## config.mk

```make
export PLATFORM = sky130hd
export DESIGN_NAME = tt_addr
export DESIGN_NICKNAME = d
export VERILOG_FILES = /design/src/rtl/tt_pkg.sv /design/src/rtl/tt_addr.sv
export SDC_FILE = /design/constraint.sdc
export NUM_CORES = 1
export LEC_CHECK = 0
export BUFFER_PORTS_ARGS = -buffer_cell sky130_fd_sc_hd__clkbuf_2
export CELL_PAD_IN_SITES_DETAIL_PLACEMENT = 0
export CELL_PAD_IN_SITES_GLOBAL_PLACEMENT = 1
export CORE_MARGIN = 10
export CORE_UTILIZATION = 33
export DETAILED_ROUTE_END_ITERATION = 10
export PLACE_DENSITY = 0.77
export RECOVER_POWER = 25
export SLEW_MARGIN = 15
export SYNTH_ARGS = -nofsm -noshare
export SYNTH_HDL_FRONTEND = slang
export SYNTH_SLANG_ARGS = --single-unit
export TNS_END_PERCENT = 5
```

## constraint.sdc

```tcl
create_clock -name vclk -period 6.4
set_clock_uncertainty 0.15 [all_clocks]
set_input_delay 1.28 -clock vclk [all_inputs]
set_output_delay 1.28 -clock vclk [all_outputs]
set_load 0.01 [all_outputs]
```

## src/rtl/tt_pkg.sv

```systemverilog
// Shared constants and types for the text terminal writer.
// Depends on nothing; every other file imports it.
package tt_pkg;

	localparam int COLUMNS_DEF = 80;
	localparam int ROWS_DEF    = 25;

	localparam logic [7:0] NEWLINE_CHAR = 8'd10;
	localparam logic [7:0] NUL_CHAR     = 8'd0;
	localparam logic [7:0] ATTR_RESET   = 8'd15;

	localparam logic ACT_WRITE = 1'b0;
	localparam logic ACT_READ  = 1'b1;

	typedef logic [15:0] cell_t;

endpackage

```

## src/rtl/tt_addr.sv

```systemverilog
// Shared address unit: maps a logical row and column to a cell store address.
// Rows are kept in a circular order starting at the base row. Uses tt_pkg.
module tt_addr import tt_pkg::*; #(
	parameter int COLUMNS = COLUMNS_DEF,
	parameter int ROWS    = ROWS_DEF
) (
	input  logic [$clog2(ROWS)-1:0]         row,
	input  logic [$clog2(COLUMNS)-1:0]      col,
	input  logic [$clog2(ROWS)-1:0]         base,
	output logic [$clog2(COLUMNS*ROWS)-1:0] addr
);

	localparam int ROW_W  = $clog2(ROWS);
	localparam int ADDR_W = $clog2(COLUMNS*ROWS);

	logic [ROW_W:0]   sum;
	logic [ROW_W-1:0] prow;

	always_comb begin
		sum = {1'b0, row} + {1'b0, base};
		if (sum >= (ROW_W+1)'(ROWS)) begin
			prow = ROW_W'(sum - (ROW_W+1)'(ROWS));
		end else begin
			prow = ROW_W'(sum);
		end
		addr = ADDR_W'(prow) * ADDR_W'(COLUMNS) + ADDR_W'(col);
	end

endmodule

```

# After elaboration in Yosys (flattened, before gate mapping)
# Cells that the tools add are included.
# word_totals
output_inout_bits,11
in_bits,17
ff_bits,0
# classes
n_mul,1
n_mux,1
magnitude_cmp,1
addsub,3
# ops
cell,count
$add 11x7->11,1
$mul 5x3->7 const B,1
$add 5x5->6,1
$ge 6x5->1 const B,1
$mux 5,1
$sub 5x5->5 const B,1

# Longest topological paths before layout
# Gate-level depths: netlist of the first run.
# logic_depth
depth_word,5
depth_mapped,17
depth_no_buf,17

# Worst setup path before layout of the first run
# OpenSTA, ideal clock, no wires.
# synth_path
path_kind,input -> output
start,input port row[0]
end,output port addr[10]
stages,16
setup_slack_ps,-177
t_arrival_ps,5147
path_cell_list,ha_1 fa_1 inv_1 ha_1 o31a_1 a41o_1 nor2_2 mux2_1 ha_1 ha_1 fa_1 nand2_1 nor2b_1 o21ai_0 a221oi_1 xnor2_1
# synth_between
elab_chain_cells,5
word_cells_on_any_way,6
cone_classes,add/sub: 3; mul: 1; order compare: 1; mux: 1
# synth_lines
element,line_no,text
start: declaration,tt_addr.sv:7,"input logic [$clog2(ROWS)-1:0] row,"
$add 5x5->6 (*),tt_addr.sv:20,"sum = {1'b0, row} + {1'b0, base};"
$sub 5x5->5 or $ge 6x5->1 (tied branches),"tt_addr.sv:22, tt_addr.sv:21",
$mux 5 (*),tt_addr.sv:21,if (sum >= (ROW_W+1)'(ROWS)) begin
$mul 5x3->7 (*),tt_addr.sv:26,addr = ADDR_W'(prow) * ADDR_W'(COLUMNS) + ADDR_W'(col);
$add 11x7->11 (*),tt_addr.sv:26,
end: declaration,tt_addr.sv:10,output logic [$clog2(COLUMNS*ROWS)-1:0] addr
# Mark *: on every way between the ends. The rest lies on a longest branch, timed or not.

# Worst setup path in the final report of the first run
# Same ends and word-level chain as after synthesis.

==> summary.md, run 1 <==
| Metric | Value |
|---|---|
| Run status | finished, violations left |
| Violated checks | negative setup slack |
| Reg area | 0 µm² |
| Initial antenna violation count | 0 |
| Largest net degree at the start of global routing | 6 |
| Slew Viols, Final | 0 |
| Fill cells | 205 |
| Yosys cell types | 29 |
| Vias in the first global route | 761 |
| Mapped Cells | 78 |
| Post-DP HPWL | 1420 µm |
| Most frequent cells in the layout | buf_4 (22), clkbuf_2 (18), ha_1 (10), xnor2_1 (8), a21oi_1 (6) |
| Hold Crit Class | in2out |
| Period utilisation layout | 1.02 |
| Starting Density | 0.344 |
| Avg WL per Cell | 12.0 µm |
| # clk buffers | 0 |
| Final ANT Viol Nets | 0 |
| DR vias/cell | 4.90 |
| Overall power | 444 µW |
| Seq/Total Area, Yosys | 0 |
| DR iter-0 viols | 9 |
| Ys Warns | 0 |
| Worst Tran Pin Value | 382 ps |
| Post-Place Worst Slack | -297 ps |
| First-pass GRT wire length | 3050 µm |
| Core footprint | 1940 µm² |
| CP endpoint kind | output pin |
| Post-route setup slack | -160 ps |
| Nets@finish | 154 |
| Pwr dens | 428 nW/µm² |
| Max Cap Viol | 0 |
| Setup TNS | -247 ps |
| Crit path kind | in2out |
| Die X | 65.0 µm |
| Commonest non-fill, non-tap cell in the layout | buf_4 |
| Setup violations, final | 2 |
| Peak supply drop | 0.000205 V |
| Startpoint type of the worst setup path | primary input |
| Total Wirelength | 1710 µm |
| GP Congestion | 0.802 |
| Slew HR | 0.743 |
| Standard-cell rows | 16 |
| I/O pin cnt | 28 |
| Remaining DRCs | 0 |
| Diodes inserted | 0 |
| Leak | 0.000513 µW |
| Drt first pass iters | 2 |
| Hold Vio Cnt, Final | 0 |
| Critical-path maximum fanout | 3 |
| Mapped Nets | 114 |
| Die Y | 65.0 µm |
| I/O Buffers | 20 |
| Worst Path Required | 4970 ps |
| Area grow syn2layout | 55.4% |
| Avg Cell Area, Syn | 8.57 µm² |
| Share of layout cells above drive strength 1 | 0.509 |
| Utilization after layout | 0.535 |
| Fin crit period | 6560 ps |
| GRT overflow | 0 |
| Via count | 700 |
| Synthesized area | 668 µm² |
| CP arrival | 5130 ps |
| Max Freq | 152 MHz |
| Die area | 4220 µm² |
| RSZ-0062 raised after global routing | true |
| Tot GR Track Use | 0.0803 |
| Seq cells | 0 |
cells by family (layout without fill, tap and decap cells):
logic type                 Yosys count  in the layout  synth area share
and+or+nand+nor                     15             15             0.122
buffers and inverters                9             47            0.0730
muxes                                2              2            0.0506
AOI/OAI and AO/OA                   23             23             0.234
xor gates and xnor gates            10             10             0.131
adders and majority gates           19             19             0.390
worst paths after layout:
check,to,startpoint,slack (ps),cells past startpoint
max,addr[10],row[0],-160,18
min,addr[0],col[0],2410,0
per-stage QoR:
step                instance area, µm²  hold slack (ps)  cells
detailed placement                 942             2410    139
global route                      1040             2410    143
floorplan                          703             2500     78
CTS                               1020             2410    142
finish                            1040             2410    143
global placement                   942             2410    139
Yosys cell counts:
library cell  instances  area share
o21ai_1               1      0.0075
ha_1                 16        0.30
a21oi_1               6       0.045
nor2_2                1      0.0094
and2_1                1      0.0094
a211o_1               3       0.039
o32ai_1               1       0.013
nor3b_1               1       0.011
o31a_1                1       0.013
nor2_1                2       0.011
mux2i_4               1       0.034
xnor2_1               8        0.10
buf_4                 4       0.045
nand2_1               3       0.017
o21ai_0               4       0.030
and3_1                1      0.0094
a221oi_1              1       0.013
nor4_1                1      0.0094
nor2b_1               3       0.028
o21a_1                1       0.011
fa_1                  3       0.090
nor3_1                1      0.0075
o2bb2ai_1             1       0.013
a41o_1                1       0.015
or3_1                 1      0.0094
a21o_1                3       0.034
inv_1                 5       0.028
mux2_1                1       0.017
xor2_1                2       0.026
layout make-up:
class | instances | area (µm²) | area share
timing repair buffer | 42 | 265 | 0.255
tap | 27 | 33.8 | 0.0325
inverter | 5 | 18.8 | 0.0181
multi-input combinational | 69 | 721 | 0.694
report_power, final:
| group | leakage [µW] | internal, µW | switching [µW] | total (µW) |
|---|---|---|---|---|
| Clock | 0 | 0 | 0 | 0 |
| Sequential | 0 | 0 | 0 | 0 |
| Combinational | 0.000513 | 238 | 206 | 444 |
worst max-delay path, stage by stage:
cell      delay (ps)
clkbuf_2         100
ha_4             160
fa_1             530
inv_2             70
ha_4             160
o31a_1           280
a41o_1           270
nor2_2           160
mux2_4           330
ha_4             220
ha_4             160
fa_1             520
nand2_2           90
nor2b_4          140
o21ai_2           70
a221oi_2         270
xnor2_1          150
buf_2            150
metal layers:
layer	track usage	wire, µm	up-vias
met2	0.165	942	10
li1	-	-	366
met5	0	0	-
met1	0.0854	652	324
met4	0	0	0
met3	0.0155	115	0
timing repair:
| action | in CTS | in global routing |
|---|---|---|
| buffers inserted | 3 | 1 |
| endpoints found under the hold margin | 0 | 0 |
| cloned | 0 | 0 |
| pin swaps | 8 | 9 |
| resized for setup | 10 | 6 |
| hold buffers | 0 | 0 |
| endpoints found under the setup margin | 1 | 2 |
Power figures use the tool's default switching activity.
==> inputs of run 2 (changes only) <==
--- a/config.mk
+++ b/config.mk
@@ -11,7 +11,7 @@
 export CORE_MARGIN = 10
 export CORE_UTILIZATION = 33
 export DETAILED_ROUTE_END_ITERATION = 10
-export PLACE_DENSITY = 0.77
+export PLACE_DENSITY_LB_ADDON = 0.1
 export RECOVER_POWER = 25
 export SLEW_MARGIN = 15
 export SYNTH_ARGS = -nofsm -noshare
==> run 2 against run 1 <==
  * The run still ends with negative setup slack left
  * Power is 7.0% higher
  * Design area is 5.1% higher
  * Count of clock-buffer cells in the layout stayed put
  * Core utilization is 2.7 points higher
  * Routed wire length is 4.2% higher
  * Global-route usage is 0.16 points lower
  * Critical path depth is 1 higher
==> summary.md, run 2 (synthesized netlist as in run 1, its figures left out) <==
| Metric | Value |
|---|---|
| Post-route setup slack | -190 ps (-30.1 ps) |
| Tot GR Track Use | 0.0786 (-0.00165) |
| I/O Buffers | 20 (unchanged) |
| Setup TNS | -371 ps (-124 ps) |
| Initial antenna violation count | 0 (unchanged) |
| Violated checks | negative setup slack |
| Post-DP HPWL | 1450 µm (+2.3%) |
| Worst setup startpoint | row[0] |
| Area after DPL | 942 µm² (unchanged) |
| Final ANT Viol Nets | 0 (unchanged) |
| DR iter-0 viols | 11 (+2) |
| Standard-cell rows | 16 (unchanged) |
| Remaining DRCs | 0 (unchanged) |
| Reg area | 0 µm² (unchanged) |
| Delay-heaviest family, CP | adder cells |
| Peak supply drop | 0.000309 V (+51%) |
| Die area | 4220 µm² (unchanged) |
| Hold Crit Class | in2out |
| Cell repeated most along the worst path | ha_4 |
| Crit path kind | in2out |
| Seq cells | 0 (unchanged) |
| Buf+Inv Stages, Crit Path | 4 (+1) |
| Area grow syn2layout | 63.3% |
| CP arrival | 5160 ps (+30 ps) |
| Crit-path cells | clkbuf_2 -> ha_4 -> fa_1 -> inv_2 -> ha_4 -> o31a_1 -> a41o_1 -> nor2_2 -> mux2_4 -> ha_4 -> ha_4 -> fa_1 -> nand2_2 -> nor2b_4 -> buf_4 -> nor3b_4 -> a221oi_2 -> xnor2_1 -> buf_2 |
| # clk buffers | 0 (unchanged) |
| Total Wirelength | 1780 µm (+4.2%) |
| Hold_sp | col[2] |
| Setup violations, final | 2 (unchanged) |
| Leak | 0.000531 µW (+3.5%) |
| DR vias/cell | 4.79 (-2.1%) |
| Commonest non-fill, non-tap cell in the layout | buf_4 |
| Hold Vio Cnt, Final | 0 (unchanged) |
| Worst Path Required | 4970 ps (about the same) |
| Largest net degree at the start of global routing | 6 (unchanged) |
| Final Cell Area | 1090 µm² (+5.1%) |
| Core footprint | 1940 µm² (unchanged) |
| Worst Tran Pin Value | 407 ps (+25.5 ps) |
| Overall power | 475 µW (+7.0%) |
| Max Freq | 152 MHz (-0.46%) |
| Fin crit period | 6590 ps (+30.1 ps) |
| Slew HR | 0.726 (-0.0171) |
| Die Y | 65.0 µm (unchanged) |
| GRT overflow | 0 (unchanged) |
| Nets@finish | 157 (+1.9%) |
| Hold Buf Count CTS | 0 (unchanged) |
| Startpoint type of the worst setup path | primary input |
| Slew Viols, Final | 0 (unchanged) |
| Die X | 65.0 µm (unchanged) |
| GP Congestion | 0.763 (-4.9%) |
| First-pass GRT wire length | 2920 µm (-4.3%) |
| Critical-path maximum fanout | 3 (unchanged) |
| Diodes inserted | 0 (unchanged) |
| Starting Density | 0.344 (unchanged) |
| Run status | finished, violations left |
| Avg WL per Cell | 12.2 µm (+2.0%) |
| Max Cap Viol | 0 (unchanged) |
| Pwr dens | 436 nW/µm² (+1.9%) |
| Most frequent cells in the layout | buf_4 (25), clkbuf_2 (18), ha_1 (8), xnor2_1 (7), ha_4 (6) |
| Via count | 700 (unchanged) |
| I/O pin cnt | 28 (unchanged) |
| Period utilisation layout | 1.03 (+0.00471) |
| Vias in the first global route | 704 (-7.5%) |
| Share of layout cells above drive strength 1 | 0.563 (+0.0544) |
| CP endpoint kind | output pin |
| RSZ-0062 raised after global routing | true |
| Drt first pass iters | 4 (+2) |
| Slowest-stage cell, CP | fa_1 |
| Worst path max stage delay | 540 ps (about the same) |
## run 2: worst paths after layout
kind        to  slack [ps]  cells past startpoint
max   addr[10]        -190                     19
min    addr[2]        2410                      0
## run 2: power by group
| group | switching (µW) | internal, µW | leakage [µW] |
|---|---|---|---|
| clock network | 0 | 0 | 0 |
| registers | 0 | 0 | 0 |
| logic | 215 | 260 | 0.000531 |
| total | 215 | 260 | 0.000531 |
## run 2: final cells by class
cell class	instances	area (µm²)
fillers	198	851
multi-input cells	69	751
repair buffers	45	288
well taps	27	33.8
inverters	5	18.8
## run 2: layer usage
layer | GRT usage | wire length, µm | vias to the layer above
li1 | - | - | 367
met1 | 0.0962 | 809 | 315
met2 | 0.151 | 905 | 14
met3 | 0.00344 | 54 | 4
met4 | 0.00535 | 10 | 0
met5 | 0 | 0 | -
## run 2: per-stage QoR
| step | utilization | std cells | setup WS, ps | hold slack [ps] |
|---|---|---|---|---|
| finish | 0.562 | 146 | -190 | 2410 |
| global route | 0.562 | 146 | -350 | 2410 |
| CTS | 0.534 | 145 | -148 | 2410 |
| detailed placement | 0.485 | 139 | -314 | 2410 |
| global placement | 0.485 | 139 | -228 | 2410 |
| floorplan | - | 78 | 32.6 | 2500 |
## run 2: timing repair
action / 4_1_cts / 5_1_grt
buffers inserted: 6 / 1
resized for setup: 10 / 11
pin swaps: 10 / 5
setup endpoints to repair: 2 / 2
==> inputs of run 3 (changes only) <==
--- a/config.mk
+++ b/config.mk
@@ -5,11 +5,12 @@
 export SDC_FILE = /design/constraint.sdc
 export NUM_CORES = 1
 export LEC_CHECK = 0
+export ABC_AREA = 1
 export BUFFER_PORTS_ARGS = -buffer_cell sky130_fd_sc_hd__clkbuf_2
 export CELL_PAD_IN_SITES_DETAIL_PLACEMENT = 0
 export CELL_PAD_IN_SITES_GLOBAL_PLACEMENT = 1
 export CORE_MARGIN = 10
-export CORE_UTILIZATION = 33
+export CORE_UTILIZATION = 32
 export DETAILED_ROUTE_END_ITERATION = 10
 export PLACE_DENSITY_LB_ADDON = 0.1
 export RECOVER_POWER = 25
==> run 3 against run 2 <==
  * The run now ends clean
  * Synthesized area rose by 2.2%
  * Design area shrank 25%
  * Synthesized cell count increased by 22%
  * Sequential cell count stayed put
  * Die area increased by 3.8%
  * Global-route usage is 0.99 points lower
==> summary.md, run 3 <==
| Metric | Value |
|---|---|
| Max Freq | 163 MHz (+7.5%) |
| # clk buffers | 0 (unchanged) |
| Vias in the first global route | 643 (-8.7%) |
| Ys Warns | 0 (unchanged) |
| Critical-path maximum fanout | 6 (+3) |
| Mapped Nets | 131 (+15%) |
| Crit-path cells | clkbuf_2 -> ha_1 -> fa_1 -> inv_1 -> ha_1 -> nand3b_1 -> nand3_2 -> nand2_4 -> nand2_1 -> xnor2_2 -> ha_1 -> ha_1 -> fa_1 -> xor2_2 -> nand3_1 -> xnor2_1 -> inv_1 -> nand3_1 -> nand2_1 -> clkbuf_2 |
| DR iter-0 viols | 5 (-6) |
| Delay-heaviest family, CP | adder cells |
| Fin crit period | 6130 ps (-462 ps) |
| Leak | 0.000466 µW (-12%) |
| GP Congestion | 0.696 (-8.8%) |
| Remaining DRCs | 0 (unchanged) |
| Standard-cell rows | 16 (unchanged) |
| Setup TNS | 0 ps (+371 ps) |
| Cell repeated most along the worst path | ha_1 |
| Dpl cells | 140 (+0.72%) |
| Peak supply drop | 0.000201 V (-35%) |
| I/O pin cnt | 28 (unchanged) |
| Die area | 4380 µm² (+3.8%) |
| Dominant cells by area after synthesis | ha_1 (29%), nand2_1 (12%), xor2_1 (9.0%) |
| Most frequent cell after synthesis | nand2_1 |
| Die Y | 66.2 µm (+1.9%) |
| Post-CTS setup buffer count | 0 (-6) |
| Most Crowded Layer GR | met2 |
| Buf+Inv Stages, Crit Path | 4 (unchanged) |
| Avg Cell Area, Syn | 7.19 µm² (-16%) |
| Total Wirelength | 1450 µm (-19%) |
| Pwr dens | 333 nW/µm² (-24%) |
| Nets@finish | 151 (-3.8%) |
| Hold Buf Count CTS | 0 (unchanged) |
| First-pass GRT wire length | 2680 µm (-8.0%) |
| Seq cells | 0 (unchanged) |
| Tot GR Track Use | 0.0687 (-0.00991) |
| Worst path max stage delay | 480 ps (-60 ps) |
| GRT overflow | 0 (unchanged) |
| Post-DP HPWL | 1380 µm (-5.3%) |
| Seq/Total Area, Yosys | 0 (unchanged) |
| Utilization after layout | 0.408 (-0.154) |
| Met1 Track Usage GR | 0.0901 (-0.00619) |
| Via count | 639 (-8.7%) |
| Slew Viols, Final | 0 (unchanged) |
| I/O Buffers | 20 (unchanged) |
| Crit path kind | in2out |
| Area grow syn2layout | 19.6% |
| Area after DPL | 802 µm² (-15%) |
| Leading area contributor after synthesis | ha_1 |
| CP arrival | 4700 ps (-460 ps) |
| Starting Density | 0.341 (-0.00282) |
| Slew HR | 0.835 (+0.109) |
| Final Cell Area | 817 µm² (-25%) |
| Fin cells | 140 (-4.1%) |
| Worst Path Required | 4970 ps (about the same) |
| Mapped Cells | 95 (+22%) |
| Die X | 66.2 µm (+1.9%) |
| RSZ-0062 raised after global routing | false |
| Yosys cell types | 20 (-31%) |
| Core footprint | 2000 µm² (+3.1%) |
| Reg area | 0 µm² (unchanged) |
| Met2 Use GR | 0.116 (-0.0354) |
| Setup violations, final | 0 (-2) |
| Synthesized area | 683 µm² (+2.2%) |
| Post-cts sizing count | 0 (-10) |
| CP endpoint kind | output pin |
| Startpoint type of the worst setup path | primary input |
| Max Cap Viol | 0 (unchanged) |
| Final ANT Viol Nets | 0 (unchanged) |
| Diodes inserted | 0 (unchanged) |
| DR vias/cell | 4.56 (-4.8%) |
| Largest net degree at the start of global routing | 7 (+1) |
| Run status | finished clean |
| Period utilisation layout | 0.958 (-0.0722) |
| Hold Crit Class | in2out |
| Worst Tran Pin Value | 246 ps (-162 ps) |
| GRT met3 Usage | 0.0169 (+0.0135) |
| Avg WL per Cell | 10.3 µm (-15%) |
| Drt first pass iters | 4 (unchanged) |
| Commonest non-fill, non-tap cell in the layout | nand2_1 |
| Share of layout cells above drive strength 1 | 0.292 (-0.271) |
| Synth top cells by count | nand2_1 (21), ha_1 (16), inv_1 (11), nand3_1 (11), xor2_1 (7) |
| Top cell type's share of synthesized area | 0.293 (-0.00659) |
| Hold Vio Cnt, Final | 0 (unchanged) |
| Slowest-stage cell, CP | fa_1 |
| Initial antenna violation count | 0 (unchanged) |
| Most frequent cells in the layout | nand2_1 (21), clkbuf_2 (20), ha_1 (16), inv_1 (11), nand3_1 (11) |
[run 3: cell types whose count changed in the layout (fill, tap and decap cells not counted), sizes merged, moves of 3 or more]
cell	change
a211o	-3
a21o	-3
buf	-25
inv	+7
nand2	+22
nand3	+14
nor2b	-3
o21ai	-4
xnor2	-5
xor2	+5
[run 3: cells by family after synthesis]
group | after synthesis | share of synthesized area
buffers and inverters | 16 | 0.110
AND/OR/NAND/NOR | 42 | 0.311
adder cells (fa/ha/maj) | 19 | 0.381
AO/OA/AOI/OAI | 8 | 0.0696
XOR/XNOR | 10 | 0.128
[run 3: final cells by class]
type / instances / area (µm²)
Fill cell: 229 / 1180
Inverter: 12 / 45.0
Multi-Input combinational cell: 79 / 623
Tap cell: 27 / 33.8
Timing Repair Buffer: 22 / 115
[run 3: worst paths after layout]
| kind | startpoint | end | slack (ps) | depth (start not counted) |
|---|---|---|---|---|
| worst min-delay path | col[3] | addr[3] | 2410 | 0 |
| worst max-delay path | row[0] | addr[10] | 270 | 20 |
[run 3: report_power, final]
| group | switching, µW | internal (µW) |
|---|---|---|
| clock network | 0 | 0 |
| registers | 0 | 0 |
| logic | 152 | 120 |
| total | 152 | 120 |
[run 3: metal layers]
metal | wire, µm | part of all wire | vias up
met4 | 0 | 0 | 0
li1 | - | - | 348
met5 | 0 | 0 | -
met2 | 624 | 0.43 | 18
met3 | 123 | 0.085 | 0
met1 | 699 | 0.48 | 273
[run 3: through the flow]
stage          setup slack (ps)  power [µW]  hold slack (ps)
2_1_floorplan               618         192             2500
3_3_place_gp                211         271             2410
3_5_place_dp                212         272             2410
4_1_cts                     202         273             2410
5_1_grt                    25.5         314             2410
6_report                    272         272             2410
